[config.mk]
export PLATFORM = sky130hd
export DESIGN_NAME = nfa_sa_front
export DESIGN_NICKNAME = d
export VERILOG_FILES = /design/src/nfa_string_acceptor_top_defines.svh /design/src/nfa_sa_pkg.sv /design/src/nfa_sa_front.sv
export SDC_FILE = /design/constraint.sdc
export NUM_CORES = 1
export LEC_CHECK = 0
export BUFFER_PORTS_ARGS = -buffer_cell sky130_fd_sc_hd__buf_2
export CAP_MARGIN = 5
export CORE_MARGIN = 4
export CORE_UTILIZATION = 36
export CTS_CLUSTER_DIAMETER = 40
export DETAILED_ROUTE_END_ITERATION = 10
export PLACE_DENSITY = 0.86
export SYNTH_ARGS = -nofsm -noshare
export SYNTH_HDL_FRONTEND = slang
export SYNTH_SLANG_ARGS = --single-unit
[constraint.sdc]
create_clock -name clk -period 2.39 [get_ports clk]
set_clock_uncertainty 0.2 [all_clocks]
set_input_delay 0.3585 -clock clk [delete_from_list [all_inputs] [get_ports clk]]
set_output_delay 0.3585 -clock clk [all_outputs]
set_load 0.03 [all_outputs]
[src/nfa_string_acceptor_top_defines.svh]
// Assertion macros for the NFA string acceptor.
// Used by the back end and the item queue; needs clk and rst_n in scope.
`ifndef NFA_STRING_ACCEPTOR_TOP_DEFINES_SVH
`define NFA_STRING_ACCEPTOR_TOP_DEFINES_SVH

// Same-cycle implication
`define NFA_SA_CHECK(lbl, ante, cons, msg) \
    lbl: assert property (@(posedge clk) disable iff (!rst_n) (ante) |-> (cons)) \
        else $error(msg);

// Next-cycle implication
`define NFA_SA_CHECK_NEXT(lbl, ante, cons, msg) \
    lbl: assert property (@(posedge clk) disable iff (!rst_n) (ante) |=> (cons)) \
        else $error(msg);

`endif

[src/nfa_sa_pkg.sv]
// Shared types and codes for the NFA string acceptor.
// No dependencies; imported by every module of the block but nfa_sa_ram.
package nfa_sa_pkg;

    // Largest state and symbol counts the fixed field widths can address
    localparam int MAX_STATES  = 16;
    localparam int MAX_SYMBOLS = 16;

    // Input command codes (tuser)
    typedef enum logic [1:0] {
        K_LOAD  = 2'd0,
        K_SYM   = 2'd1,
        K_EMPTY = 2'd2,
        K_NOP   = 2'd3
    } kind_t;

    // Result verdict codes
    typedef enum logic [1:0] {
        V_PENDING   = 2'd0,
        V_ACCEPT    = 2'd1,
        V_REJECT    = 2'd2,
        V_INCORRECT = 2'd3
    } verdict_t;

    // Configuration register indexes
    localparam logic [1:0] REG_START_STATE   = 2'd0;
    localparam logic [1:0] REG_FINAL_MASK    = 2'd1;
    localparam logic [1:0] REG_STATE_COUNT   = 2'd2;
    localparam logic [1:0] REG_ALPHABET_SIZE = 2'd3;

    // Back end sequencer states
    typedef enum logic [1:0] {
        ST_IDLE   = 2'd0,
        ST_SCAN   = 2'd1,
        ST_DRAIN  = 2'd2,
        ST_RESULT = 2'd3
    } back_state_t;

    typedef struct packed {
        logic [3:0]  start_state;
        logic [15:0] final_mask;
        logic [4:0]  state_count;
        logic [4:0]  alphabet_size;
    } cfg_t;

    // Classified item passed from front to back
    typedef struct packed {
        kind_t       kind;
        logic [3:0]  symbol;
        logic [15:0] next_set;
        logic        last;
        logic        load_ok;   // table entry lies inside the table
        logic        sym_bad;   // symbol outside the alphabet
        logic [7:0]  addr;      // table address of a load
    } item_t;

endpackage

[src/nfa_sa_front.sv]
// Front end: accepts input items, classifies them and holds one for the queue.
// Depends on nfa_sa_pkg.
module nfa_sa_front
    import nfa_sa_pkg::*;
#(
    parameter int ROWS = 16,
    parameter int COLS = 16
) (
    input  logic        clk,
    input  logic        rst_n,
    input  cfg_t        cfg,
    input  logic        in_valid,
    output logic        in_ready,
    input  logic [1:0]  in_cmd,
    input  logic [3:0]  in_from,
    input  logic [3:0]  in_symbol,
    input  logic [15:0] in_next_set,
    input  logic        in_last,
    output logic        q_valid,
    input  logic        q_ready,
    output item_t       q_item
);

    logic        hold_valid_reg, hold_valid_next;
    item_t       hold_reg, hold_next;
    item_t       cls;
    logic [4:0]  sym_limit;
    logic [11:0] addr_wide;

    // Classification
    always_comb
    begin
        sym_limit = (cfg.alphabet_size < 5'(COLS)) ? cfg.alphabet_size : 5'(COLS);
        addr_wide = 12'(in_from) * 12'(COLS) + 12'(in_symbol);
        cls.kind     = kind_t'(in_cmd);
        cls.symbol   = in_symbol;
        cls.next_set = in_next_set;
        cls.last     = in_last;
        cls.load_ok  = (5'(in_from) < 5'(ROWS)) && (5'(in_symbol) < 5'(COLS));
        cls.sym_bad  = (5'(in_symbol) >= sym_limit);
        cls.addr     = addr_wide[7:0];
    end

    // Holding stage
    assign in_ready = !hold_valid_reg || q_ready;
    assign q_valid  = hold_valid_reg;
    assign q_item   = hold_reg;

    always_comb
    begin
        hold_valid_next = hold_valid_reg;
        hold_next       = hold_reg;
        if (q_ready)
        begin
            hold_valid_next = 1'b0;
        end
        if (in_valid && in_ready)
        begin
            hold_valid_next = 1'b1;
            hold_next       = cls;
        end
    end

    always_ff @(posedge clk or negedge rst_n)
    begin
        if (!rst_n)
        begin
            hold_valid_reg <= 1'b0;
        end
        else
        begin
            hold_valid_reg <= hold_valid_next;
        end
    end

    always_ff @(posedge clk)
    begin
        hold_reg <= hold_next;
    end

endmodule

### After elaboration in Yosys (flattened, before gate mapping)

Index checks and enable logic that the tools add are counted.

* add/subtract/negate cells: 1
* $lt $le $gt $ge: 2
* mux-type cells: 3
* reductions and logical operators: 4

Operators by type and width (count)
* $add A8 B4 Y8: 1
* $ge A4 B5 Y1: 1
* $lt A5 B5 Y1 const B: 1
* $mux W5: 1
* $mux W1: 2
* $reduce_bool A2 Y1: 1
* $logic_and A1 B1 Y1: 1
* $logic_not A1 Y1: 1
* $logic_or A1 B1 Y1: 1

* register bits after elaboration: 33
* bits of input ports: 61
* output and inout bits: 35
* logic and storage cells: 17

### Depth between registers and ports, before layout

* depth after elaboration: 4
* depth in mapped cells: 5

### Worst setup path after synthesis

Ideal clock, no wire load.

* path type: reg-to-reg
* start: register hold_valid_reg, in the netlist q_valid
* end: register hold_reg, in the netlist q_item[0] (enable)
* library setup time: 387 ps
* arrival time: 1580 ps
* required time: 1803 ps
* path slack: 222 ps
* stages on the path, launching flop included: 3
* path through: dfrtp_1 nand2b_1 and2_1

* word-level cells in the longest chain between the ends: 3

RTL lines
* from (decl): RTL line nfa_sa_front.sv:24 `logic hold_valid_reg, hold_valid_next;`
* from (signal assigned): RTL line nfa_sa_front.sv:72 `hold_valid_reg <= hold_valid_next;`
* $logic_not A1 Y1: RTL line nfa_sa_front.sv:45 `assign in_ready = !hold_valid_reg || q_ready;`
* $logic_or A1 B1 Y1: RTL line nfa_sa_front.sv:45
* named net in_ready: RTL line nfa_sa_front.sv:13 `output logic in_ready,`
* $logic_and A1 B1 Y1: RTL line nfa_sa_front.sv:57 `if (in_valid && in_ready)`
* to (signal assigned): RTL line nfa_sa_front.sv:78 `hold_reg <= hold_next;`
* to (decl): RTL line nfa_sa_front.sv:25 `item_t hold_reg, hold_next;`

The timed path passes the listed nets, and every way through them passes these cells.
A chain may end at the register's enable or synchronous reset.

### Final worst setup path

* start: register hold_valid_reg, in the netlist q_valid
* end: output port in_ready

* word-level cells in the longest chain between the ends: 2

RTL lines (RTL line)
* $logic_not A1 Y1: nfa_sa_front.sv:45
* $logic_or A1 B1 Y1: nfa_sa_front.sv:45
* to (decl): nfa_sa_front.sv:13

Every way passes these cells.

==> impl_metrics.env <==
export IMPL_synth_edff_count=28
export IMPL_ctsResizeCount=0
export IMPL_crit_type="reg2out"
export IMPL_synth_top_area_cell="edfxtp_1"
export IMPL_grt_pass1_wl_um=3480
export IMPL_drt_iter0_drc=29
export IMPL_pwr_density_cell_mw_per_mm2=679
export IMPL_ios=96
export IMPL_synth_seq_area_share_pct=83.7
export IMPL_routed_wl_um=2520
export IMPL_reg2reg_depth=3
export IMPL_gp_congestion=0.693
export IMPL_whs_path_depth=1
export IMPL_synthCells=53
export IMPL_port_buffers=69
export IMPL_p_switching_uw=274
export IMPL_antenna_found_initial=0
export IMPL_fmax_mhz=625
export IMPL_area_growth_pct=53.4
export IMPL_yosys_top_cells_area="edfxtp_1, ha_1, buf_4, nand2b_1, dfrtp_1"
export IMPL_cp_start_kind="flip-flop"
export IMPL_switching_share_pct=25.5
export IMPL_slew_viol_final=0
export IMPL_grt_ovfl_total=0
export IMPL_placed_cells=149
export IMPL_synth_common_cells="edfxtp_1, buf_4, nand2b_1, ha_1, nor2_1"
export IMPL_r2r_slack_ps=870
export IMPL_comb_power_share_pct=16.7
export IMPL_final_min_clock_period_ps=1600
export IMPL_synth_flop_cell="edfxtp_1"
export IMPL_wl_per_cell_um=14.8
export IMPL_ant_nets=0
export IMPL_route_detailed_drc=0
export IMPL_clock_path_buffers=2
export IMPL_outcome="complete, no violations"
export IMPL_num_vias=777
export IMPL_rsz0062_at_grt="false"
export IMPL_worstPathArrival_ps=1040
export IMPL_ys_warn_count=0
export IMPL_rr_endpoint="q_item[26]"
export IMPL_grt_max_degree=29
export IMPL_holdCritPathClass="in2reg"
export IMPL_finalCritPeriodShare_pct=66.9
export IMPL_cts_sinks=29
export IMPL_dieWidth_um=61.6
export IMPL_rows=19
export IMPL_synth_cell_area_mm2=0.00103
export IMPL_p_seq_share_pct=55.5
export IMPL_numCtsBuffers=5
export IMPL_intPower_uw=803
export IMPL_cts_tree="built"
export IMPL_start_util_pct=37.5
export IMPL_first_global_vias=797
export IMPL_final_cells=171
export IMPL_n_antenna_cell=0
export IMPL_synth_most_common_cell="edfxtp_1"
export IMPL_grt_usage_pct=13.6
export IMPL_hold_start="in_next_set[13]"
export IMPL_pwr_share_clk_pct=27.7
export IMPL_holdPathEnd="q_item[24]"
export IMPL_drv_cap=0
export IMPL_rr_startpoint="q_valid"
export IMPL_path_max_fanout=3
export IMPL_crit_required_ps=1830
export IMPL_via_per_inst=4.54
export IMPL_clkTransAtPathRegs_ps=80
export IMPL_yosysUniqueCellTypes=13
export IMPL_layout_nets=204
export IMPL_fin_setup_tns_ps=0
export IMPL_dieArea_mm2=0.00380
export IMPL_p_leak_uw=0.000711
export IMPL_clock_latency_ps=310
export IMPL_setup_viol=0
export IMPL_cts_hold_buf=11
export IMPL_syn_nets=118
export IMPL_ys_ff_latch=29
export IMPL_drive_above_1_share_pct=54.3
export IMPL_hold_violations=0
export IMPL_core_mm2=0.00276
export IMPL_netlist_area_leader_share_pct=81.3
export IMPL_avgSynthCellArea_um2=19.5
export IMPL_end_kind="output pin"
export IMPL_async_flop_share_pct=3.45
export IMPL_drtPass1Iterations=4
export IMPL_clock_tree_root_cell="clkbuf_4"
export IMPL_post_cts_buffers=0
export IMPL_htree_levels=2
export IMPL_fp_dieH_um=61.6
export IMPL_dpl_hpwl_um=1720
export IMPL_ir_drop_v=0.000610
==> power groups by stage <==
| stage | logic [uW] | registers, uW | clock network (uW) |
|---|---|---|---|
| 3_3_place_gp | 155 | 608 | 0 |
| 2_1_floorplan | 42.0 | 668 | 0 |
| 6_report | 180 | 598 | 299 |
| 5_1_grt | 193 | 602 | 333 |
| 4_1_cts | 175 | 599 | 313 |
| 3_5_place_dp | 161 | 610 | 0 |
==> state kept, by name (all words and copies together) (netlist names) <==
name / count
q_item: 28
q_valid: 1
==> metal layers <==
| layer | wire length, um | GRT usage, % | vias to the layer above |
|---|---|---|---|
| li1 | - | - | 363 |
| met1 | 762 | 11.6 | 342 |
| met2 | 1330 | 23.9 | 62 |
| met3 | 348 | 7.76 | 10 |
| met4 | 82 | 8.18 | 0 |
| met5 | 0 | 0 | - |
==> through the flow <==
stage | total power [uW] | hold slack (ps) | utilization, % | instance area, um^2 | worst slack, ps
4_1_cts | 1090 | 2.67 | 56.5 | 1560 | 791
2_1_floorplan | 710 | -137 | - | 1030 | 222
6_report | 1080 | 21.2 | 57.6 | 1590 | 791
3_3_place_gp | 764 | -66.5 | 50.4 | 1390 | 678
3_5_place_dp | 771 | -64.6 | 50.4 | 1390 | 598
5_1_grt | 1130 | 0.150 | 57.6 | 1590 | 712
==> how the worst max path moves through the flow <==
stage,slack [ps],start,to
floorplan,220,q_valid,q_item[0]
global placement,680,cfg[4],q_item[8]
detailed placement,600,cfg[4],q_item[8]
CTS,790,q_valid,in_ready
global route,710,q_valid,in_ready
finish,790,q_valid,in_ready
==> layout make-up <==
class / instances / area, um^2
flip-flops and latches: 29 / 866
repair buffers: 84 / 493
clock buffers: 8 / 58.8
inverters: 1 / 3.75
multi-input cells: 18 / 128
well taps: 31 / 38.8
fillers: 246 / 1170
==> placed cells by master (no fill, tap or decap), drive strengths merged <==
cell | netlist | routed
nand2b | 5 | 5
inv | 1 | 1
nor2 | 3 | 3
dlygate4sd3 | 0 | 14
a21oi | 1 | 1
buf | 5 | 70
and2 | 1 | 1
o31a | 1 | 1
clkbuf | 0 | 8
ha | 4 | 4
conb | 1 | 1
nor2b | 1 | 1
dfrtp | 1 | 1
edfxtp | 28 | 28
o21ai | 1 | 1
==> cell families (layout without fill, tap and decap cells) <==
family | after synthesis | after routing | synth area share [%]
compound gates | 3 | 3 | 1.81
fa+ha+maj | 4 | 4 | 4.84
buf+inv | 6 | 93 | 3.99
flops | 29 | 29 | 83.7
other cells | 1 | 1 | 0.362
simple gates | 10 | 10 | 5.32
==> worst max-delay path, cell delays in order, from the launching register on <==
cell,delay (ps)
dfrtp_1,390
nand2b_1,120
buf_2,220
No activity file was read; power rests on OpenSTA's default activity.
