## config.mk

```make
export PLATFORM = sky130hd
export DESIGN_NAME = nfa_sa_queue
export DESIGN_NICKNAME = d
export VERILOG_FILES = /design/src/nfa_sa_pkg.sv /design/src/nfa_sa_queue.sv
export VERILOG_INCLUDE_DIRS = /design/src /design/src/src
export SDC_FILE = /design/constraint.sdc
export NUM_CORES = 1
export LEC_CHECK = 0
export ABC_AREA = 1
export BUFFER_PORTS_ARGS = -buffer_cell sky130_fd_sc_hd__buf_2
export CAP_MARGIN = 20
export CORE_ASPECT_RATIO = 0.7
export CORE_UTILIZATION = 56
export CTS_BUF_LIST = sky130_fd_sc_hd__clkbuf_16
export DETAILED_ROUTE_END_ITERATION = 8
export PLACE_DENSITY = 0.85
export SKIP_CTS_REPAIR_TIMING = 1
export SLEW_MARGIN = 0
export SYNTH_ARGS = -nofsm -noshare
export SYNTH_HDL_FRONTEND = slang
export SYNTH_SLANG_ARGS = --single-unit
```

## constraint.sdc

```tcl
create_clock -name clk -period 3.6 [get_ports clk]
set_clock_uncertainty 0.1 [all_clocks]
set_input_delay 1.08 -clock clk [delete_from_list [all_inputs] [get_ports clk]]
set_output_delay 1.08 -clock clk [all_outputs]
set_load 0.005 [all_outputs]
```

## src/nfa_string_acceptor_top_defines.svh

```systemverilog
// Assertion macros for the NFA string acceptor.
// Used by the back end and the item queue; needs clk and rst_n in scope.
`ifndef NFA_STRING_ACCEPTOR_TOP_DEFINES_SVH
`define NFA_STRING_ACCEPTOR_TOP_DEFINES_SVH

// Same-cycle implication
`define NFA_SA_CHECK(lbl, ante, cons, msg) \
    lbl: assert property (@(posedge clk) disable iff (!rst_n) (ante) |-> (cons)) \
        else $error(msg);

// Next-cycle implication
`define NFA_SA_CHECK_NEXT(lbl, ante, cons, msg) \
    lbl: assert property (@(posedge clk) disable iff (!rst_n) (ante) |=> (cons)) \
        else $error(msg);

`endif

```

## src/nfa_sa_pkg.sv

```systemverilog
// Shared types and codes for the NFA string acceptor.
// No dependencies; imported by every module of the block but nfa_sa_ram.
package nfa_sa_pkg;

    // Largest state and symbol counts the fixed field widths can address
    localparam int MAX_STATES  = 16;
    localparam int MAX_SYMBOLS = 16;

    // Input command codes (tuser)
    typedef enum logic [1:0] {
        K_LOAD  = 2'd0,
        K_SYM   = 2'd1,
        K_EMPTY = 2'd2,
        K_NOP   = 2'd3
    } kind_t;

    // Result verdict codes
    typedef enum logic [1:0] {
        V_PENDING   = 2'd0,
        V_ACCEPT    = 2'd1,
        V_REJECT    = 2'd2,
        V_INCORRECT = 2'd3
    } verdict_t;

    // Configuration register indexes
    localparam logic [1:0] REG_START_STATE   = 2'd0;
    localparam logic [1:0] REG_FINAL_MASK    = 2'd1;
    localparam logic [1:0] REG_STATE_COUNT   = 2'd2;
    localparam logic [1:0] REG_ALPHABET_SIZE = 2'd3;

    // Back end sequencer states
    typedef enum logic [1:0] {
        ST_IDLE   = 2'd0,
        ST_SCAN   = 2'd1,
        ST_DRAIN  = 2'd2,
        ST_RESULT = 2'd3
    } back_state_t;

    typedef struct packed {
        logic [3:0]  start_state;
        logic [15:0] final_mask;
        logic [4:0]  state_count;
        logic [4:0]  alphabet_size;
    } cfg_t;

    // Classified item passed from front to back
    typedef struct packed {
        kind_t       kind;
        logic [3:0]  symbol;
        logic [15:0] next_set;
        logic        last;
        logic        load_ok;   // table entry lies inside the table
        logic        sym_bad;   // symbol outside the alphabet
        logic [7:0]  addr;      // table address of a load
    } item_t;

endpackage

```

## src/nfa_sa_queue.sv

```systemverilog
// Short item queue between front and back end.
// Depends on nfa_sa_pkg and the assertion macro header.
`include "nfa_string_acceptor_top_defines.svh"

module nfa_sa_queue
    import nfa_sa_pkg::*;
#(
    parameter int DEPTH = 2
) (
    input  logic  clk,
    input  logic  rst_n,
    input  logic  push_valid,
    output logic  push_ready,
    input  item_t push_item,
    output logic  pop_valid,
    input  logic  pop_ready,
    output item_t pop_item
);

    localparam int PW = (DEPTH > 1) ? $clog2(DEPTH) : 1;
    localparam int CW = $clog2(DEPTH + 1);

    item_t         mem_reg [DEPTH];
    logic [PW-1:0] wr_ptr_reg, wr_ptr_next;
    logic [PW-1:0] rd_ptr_reg, rd_ptr_next;
    logic [CW-1:0] count_reg, count_next;
    logic          push, pop;

    assign push_ready = (count_reg != CW'(DEPTH));
    assign pop_valid  = (count_reg != '0);
    assign pop_item   = mem_reg[rd_ptr_reg];
    assign push       = push_valid && push_ready;
    assign pop        = pop_valid && pop_ready;

    // Pointer and fill count update
    always_comb
    begin
        wr_ptr_next = wr_ptr_reg;
        rd_ptr_next = rd_ptr_reg;
        count_next  = count_reg;
        if (push)
        begin
            wr_ptr_next = (wr_ptr_reg == PW'(DEPTH - 1)) ? '0 : wr_ptr_reg + 1'b1;
        end
        if (pop)
        begin
            rd_ptr_next = (rd_ptr_reg == PW'(DEPTH - 1)) ? '0 : rd_ptr_reg + 1'b1;
        end
        if (push && !pop)
        begin
            count_next = count_reg + 1'b1;
        end
        else if (pop && !push)
        begin
            count_next = count_reg - 1'b1;
        end
    end

    always_ff @(posedge clk or negedge rst_n)
    begin
        if (!rst_n)
        begin
            wr_ptr_reg <= '0;
            rd_ptr_reg <= '0;
            count_reg  <= '0;
        end
        else
        begin
            wr_ptr_reg <= wr_ptr_next;
            rd_ptr_reg <= rd_ptr_next;
            count_reg  <= count_next;
        end
    end

    // Storage
    always_ff @(posedge clk)
    begin
        if (push)
        begin
            mem_reg[wr_ptr_reg] <= push_item;
        end
    end

    `NFA_SA_CHECK_NEXT(a_queue_fill, push && !pop, count_reg == $past(count_reg) + 1'b1, "queue count lost a push")

endmodule

```

# Word level (Yosys, flattened, before mapping)
# Memories as Yosys holds them, arrays and structs flattened.
# Cells that the tools add are included.
# word_totals
ram_bits,66
ff_bits,4
wordCells,23
output_inout_bits,35
input_bits,37
n_memories,1
# op_classes
addsub,4
muxes,6
n_reduce_logical,8
n_eq_ne,1
# memory_table
memory,depth,word_bits,rd,rd_ports_with_merged_regs,write_ports,line_no,source
mem_reg,2,33,1,0,1,nfa_sa_queue.sv:23,item_t mem_reg [DEPTH];
# ops
op,count
1-bit logical AND,4
1-bit 2-to-1 mux,4
2-bit 2-to-1 mux,2
2-bit nonzero test,2
1-bit adder (second input constant),2
2-bit by 1-bit adder with 2-bit output (second input constant),1
1-bit zero test,2
2-bit != test (second input constant),1
2-bit by 1-bit subtractor with 2-bit output (second input constant),1

# Logic depth before layout (Yosys ltp)
# Gate-level depths: netlist (run 1).
# depth
word_depth,6
ltp_mapped,10
ltp_nobuf,10

# Least setup slack after synthesis (run 1)
# Ideal clock, no wire load.
# synth_timing
path_type,input -> register
start,in push_valid
end,"mem mem_reg[0][0] in the netlist's numbering, enable pin"
path_slack_ns,0.540
setup_time_ns,0.423
required_ns,3.077
arrival_time_ns,2.537
path_stages,2
cell_sequence,nand2_4 -> nor2_1
# synth_between
elab_chain_cells,3
# synth_lines
item,line_no,source
"start, declared",nfa_sa_queue.sv:12,"input logic push_valid,"
1-bit logical AND,nfa_sa_queue.sv:32,assign push = push_valid && push_ready;
1-bit 2-to-1 mux,nfa_sa_queue.sv:78,if (push)
1-bit 2-to-1 mux (not written as such),nfa_sa_queue.sv:80,mem_reg[wr_ptr_reg] <= push_item;
"end, declared",nfa_sa_queue.sv:23,
# Every way passes these cells.

==> flow_metrics.env, run 1 <==
export IMPL_status="finished, final reports clean"
export IMPL_via_per_inst=4.97
export IMPL_nNetsFinal=315
export IMPL_gp_congestion=0.699
export IMPL_place_worst_setup_slack_ps=1100
export IMPL_yosys_warnings=0
export IMPL_worstPathCellList="buf_4 > nand2_1 > nand2_1 > buf_2"
export IMPL_rsz0062_at_grt="no"
export IMPL_h_tree_depth=3
export IMPL_dp_hpwl_um=2980
export IMPL_grt_first_pass_wirelength_um=7180
export IMPL_num_rows=20
export IMPL_cts_buffers=9
export IMPL_fin_crit_sh=0.784
export IMPL_diodes=0
export IMPL_antenna_found_initial=0
export IMPL_cts_sinks=70
export IMPL_gr_total_overflow=0
export IMPL_start_util=0.604
export IMPL_hold_class="reg2reg"
export IMPL_synth_enable_flop_cells=66
export IMPL_ir_drop_mv=0.453
export IMPL_avgSynthCellArea_um2=13.5
export IMPL_ys_seq_area_frac=0.770
export IMPL_hold_path_end="count_reg[0]"
export IMPL_cts_clk_slew_worst_paths_ps=60
export IMPL_cp_arrival_ps=1640
export IMPL_ys_seq_elements=70
export IMPL_cp_start_kind="register"
export IMPL_p_leak_nw=1.49
export IMPL_hold_viol=0
export IMPL_grt_start_max_net_pins=35
export IMPL_postRouteAntennaNets=0
export IMPL_synth_fp_nets=239
export IMPL_wl_per_cell_um=13.5
export IMPL_synthFlopType="edfxtp_1"
export IMPL_synth_common_cells="95 x nand2_1, 66 x edfxtp_1, 12 x nand2_2"
export IMPL_whs_path_depth=1
export IMPL_worst_pin_slew_ps=935
export IMPL_slew_headroom=0.375
export IMPL_min_delay_start="count_reg[0]"
export IMPL_r2r_end="mem_reg[0][4]"
export IMPL_grt_pass1_vias=1649
export IMPL_yosysMostFrequentCell="nand2_1"
export IMPL_setup_viol=0
export IMPL_synth_top_area_frac=0.733
export IMPL_placed_cells=321
export IMPL_critPathMaxFanout=27
export IMPL_netlist_area_um2=2700
export IMPL_power_density_nw_per_um2=841
export IMPL_largest_reg_flops=66
export IMPL_required_ps=2420
export IMPL_root_buffer="clkbuf_16"
export IMPL_final_cell_count_no_fill=337
export IMPL_synth_cells=201
export IMPL_clk_path_buf_depth=2
export IMPL_final_max_slew_violation_count=0
export IMPL_async_flop_share=0.0571
export IMPL_synth_top_area_cell="edfxtp_1"
export IMPL_period_minus_slack_ps=2820
export IMPL_vias=1676
export IMPL_dr_pass1_iters=4
export IMPL_clk_latency_ps=320
export IMPL_fmax_mhz=354
export IMPL_synth_top_cells_by_area="edfxtp_1 73%, nand2_1 13%, dfrtp_1 3.7%, nand2_2 2.8%, buf_6 1.7%"
export IMPL_area_delta_synth_final_pct=24.6
export IMPL_die_x_um=85.1
export IMPL_die_area_um2=5110
export IMPL_reg2reg_depth=4
export IMPL_r2r_start="count_reg[0]"
export IMPL_drc=0
export IMPL_numPortBuffers=71
export IMPL_ys_types=17
export IMPL_pin_count=72
export IMPL_cpMostUsedCell="nand2_1"
export IMPL_cts_tree="built"
export IMPL_max_cap_violations=0
export IMPL_cp_slowest_cell="dfrtp_1"
export IMPL_core_area_um2=4480
export IMPL_r2r_setup_slack_ps=1790
export IMPL_die_h_um=60.1
export IMPL_end_kind="output port"
export IMPL_max_stage_delay_ps=610
export IMPL_track_usage=0.201
export IMPL_first_iter_violations=121
export IMPL_drt_wl_total_um=4550
export IMPL_p_total_w=0.00284
export IMPL_fin_ws_ps=778
export IMPL_drive_above_1_share=0.376
export IMPL_worstSetupPathType="reg2out"
export IMPL_tns_ps=0
==> worst max-delay path: cells and delay by family (launching register included) <==
| family | cells | cell delay (ps) |
|---|---|---|
| flops | 1 | 610 |
| buf+inv | 2 | 490 |
| simple gates | 2 | 210 |
==> how the worst max path moves through the flow <==
stage	from	end	slack [ps]	depth (start not counted)
after floorplan	push_valid	mem_reg[0][0]	540	2
after global placement	push_valid	mem_reg[0][7]	1130	3
after detailed placement	push_valid	mem_reg[0][5]	1100	3
after CTS	rd_ptr_reg	pop_item[9]	750	4
after global routing	rd_ptr_reg	pop_item[15]	680	4
final	rd_ptr_reg	pop_item[9]	780	4
==> routing by layer <==
| layer | GRT usage | up-vias | wire length, µm |
|---|---|---|---|
| met5 | 0 | - | 0 |
| met4 | 0.0872 | 0 | 43 |
| met3 | 0.0870 | 8 | 325 |
| met2 | 0.336 | 70 | 2260 |
| met1 | 0.231 | 773 | 1920 |
| li1 | - | 825 | - |
==> cell usage in the layout (no fill, tap or decap) <==
| cell type | n |
|---|---|
| nand4_1 | 1 |
| edfxtp_1 | 66 |
| buf_4 | 1 |
| clkinv_4 | 3 |
| xnor2_1 | 1 |
| dfrtp_1 | 4 |
| inv_1 | 5 |
| nand3_1 | 2 |
| bufinv_16 | 1 |
| nor2_4 | 2 |
| clkinv_2 | 1 |
| nand2_4 | 2 |
| buf_2 | 71 |
| inv_6 | 1 |
| nand2_2 | 12 |
| xor2_1 | 1 |
| ha_1 | 1 |
| clkbuf_16 | 9 |
| inv_8 | 1 |
| inv_2 | 2 |
| nand2_1 | 95 |
==> per-stage QoR <==
step	utilization	hold slack, ps	instance area (µm²)
3_3_place_gp	0.685	413	3070
4_1_cts	0.752	423	3370
5_1_grt	0.752	446	3370
6_report	0.752	418	3370
2_1_floorplan	-	385	2700
3_5_place_dp	0.685	412	3070
==> cell families (layout without fill, tap and decap cells) <==
group                      count (synthesis)  in the layout  share of synthesized area
xor gates and xnor gates                   2              2                    0.00648
adders and majority gates                  1              1                    0.00463
buffers and inverters                     14             95                     0.0421
DFF                                       70             70                      0.770
and+or+nand+nor                          114            114                      0.177
==> final cells by class <==
type                    count  area (µm²)
flip-flops and latches     70        2080
fillers                   281        1110
multi-input cells         117         523
repair buffers             72         363
clock buffers               9         225
clock inverters             7        73.8
well taps                  55        68.8
inverters                   7        33.8
==> power breakdown <==
group	switching [W]	internal, W	total (W)
sequential	0.0000818	0.00112	0.00120
clock	0.000311	0.000537	0.000848
combinational	0.000494	0.000291	0.000786
total	0.000887	0.00195	0.00284
(Power assumes the default switching activity.)
==> run 2: changes to the inputs <==
- CORE_UTILIZATION: 56 -> 47
- PLACE_DENSITY: 0.85 -> 0.76
- clock period: 3.6 -> 2.4 ns (I/O delays scaled with it)
==> flow_metrics.env, run 2 (synthesis results as in run 1) <==
export IMPL_die_h_um=65.5
export IMPL_h_tree_depth=3
export IMPL_power_density_nw_per_um2=1250
export IMPL_drt_wl_total_um=4520
export IMPL_pin_count=72
export IMPL_r2r_end="mem_reg[0][5]"
export IMPL_root_buffer="clkbuf_16"
export IMPL_reg2reg_depth=5
export IMPL_dp_hpwl_um=3000
export IMPL_gp_congestion=0.707
export IMPL_wl_per_cell_um=12.6
export IMPL_period_minus_slack_ps=2150
export IMPL_numPortBuffers=71
export IMPL_p_leak_nw=1.51
export IMPL_drive_above_1_share=0.385
export IMPL_hold_viol=0
export IMPL_r2r_setup_slack_ps=860
export IMPL_clk_path_buf_depth=2
export IMPL_r2r_start="count_reg[0]"
export IMPL_layout_common_cells="95 x nand2_1, 71 x buf_2, 66 x edfxtp_1, 12 x nand2_2, 9 x clkbuf_16"
export IMPL_mostFrequentLayoutCell="nand2_1"
export IMPL_core_area_um2=5400
export IMPL_ir_drop_mv=0.744
export IMPL_timing_critical_path_to="pop_item[24]"
export IMPL_cts_tree="built"
export IMPL_postRouteAntennaNets=0
export IMPL_rsz0062_at_grt="no"
export IMPL_dr_pass1_iters=4
export IMPL_via_per_inst=4.56
export IMPL_worstSetupPathType="reg2out"
export IMPL_die_area_um2=6070
export IMPL_grt_first_pass_wirelength_um=7360
export IMPL_end_kind="output port"
export IMPL_setup_viol=0
export IMPL_status="finished, final reports clean"
export IMPL_place_worst_setup_slack_ps=545
export IMPL_cts_clk_slew_worst_paths_ps=50
export IMPL_area_delta_synth_final_pct=26.8
export IMPL_num_rows=22
export IMPL_vias=1643
export IMPL_start_util=0.501
export IMPL_cp_arrival_ps=1330
export IMPL_fin_ws_ps=249
export IMPL_critPathMaxFanout=15
export IMPL_grt_start_max_net_pins=35
export IMPL_antenna_found_initial=0
export IMPL_fmax_mhz=465
export IMPL_final_max_slew_violation_count=0
export IMPL_grt_pass1_vias=1538
export IMPL_largest_reg_flops=66
export IMPL_die_x_um=92.7
export IMPL_gr_total_overflow=0
export IMPL_cts_buffers=9
export IMPL_worst_pin_slew_ps=298
export IMPL_nNetsFinal=321
export IMPL_fillCellCount=439
export IMPL_diodes=0
export IMPL_slew_headroom=0.801
export IMPL_first_iter_violations=76
export IMPL_crit_start="rd_ptr_reg"
export IMPL_stdcell_area_um2=3430
export IMPL_cp_start_kind="register"
export IMPL_placed_area_um2=3140
export IMPL_required_ps=1580
export IMPL_max_cap_violations=0
export IMPL_hold_class="in2async"
export IMPL_clk_latency_ps=320
export IMPL_drc=0
export IMPL_fin_crit_sh=0.896
export IMPL_cts_sinks=70
export IMPL_track_usage=0.174
run 2: changes by cell type in the layout (fill, tap and decap cells not counted), sizes merged:
| cell | change |
|---|---|
| clkinvlp | +2 |
| buf | +6 |
| clkinv | -1 |
| inv | -1 |
run 2: final cells by class:
class	instances	area (µm²)	share of cell area
Clock buffer	9	225	0.0657
Clock inverter	7	66.3	0.0193
Inverter	7	33.8	0.00985
Multi-Input combinational cell	117	523	0.153
Sequential cell	70	2080	0.607
Tap cell	72	90.1	0.0263
Timing Repair Buffer	78	408	0.119
run 2: metal layers:
metal	vias to the layer above	part of all wire	GRT usage
li1	833	-	-
met1	746	0.43	0.210
met2	60	0.47	0.270
met3	4	0.084	0.0833
met4	0	0.0084	0.0750
met5	-	0	0
run 2: worst max-delay path, cell delays in order (launching register included):
cell and delay, ps:
dfrtp_1 480, buf_4 260, nand2_1 80, nand2_1 70
buf_2 110
run 2: power breakdown:
| group | internal (W) | total (W) | switching (W) | leakage [nW] |
|---|---|---|---|---|
| Combinational | 0.000486 | 0.00125 | 0.000762 | 0.708 |
| Sequential | 0.00168 | 0.00178 | 0.000103 | 0.662 |
| Clock | 0.000795 | 0.00126 | 0.000467 | 0.140 |
run 2: stage by stage:
stage | setup TNS, ps | total power [W] | util | hold WS, ps | std cells
global placement | 0 | 0.00305 | 0.581 | 405 | 344
detailed placement | 0 | 0.00308 | 0.581 | 420 | 344
floorplan | -19810 | 0.00262 | - | 324 | 201
global route | 0 | 0.00458 | 0.635 | 88.0 | 360
finish | 0 | 0.00429 | 0.635 | 94.5 | 360
CTS | 0 | 0.00435 | 0.635 | 84.7 | 360
run 2: worst min-delay path by stage:
stage	from	to	slack, ps
after floorplan	rst_n	count_reg[0]	320
after global placement	count_reg[0]	count_reg[0]	410
after detailed placement	count_reg[0]	count_reg[0]	420
after CTS	rst_n	count_reg[0]	80
after global routing	rst_n	count_reg[0]	90
final	rst_n	count_reg[0]	90
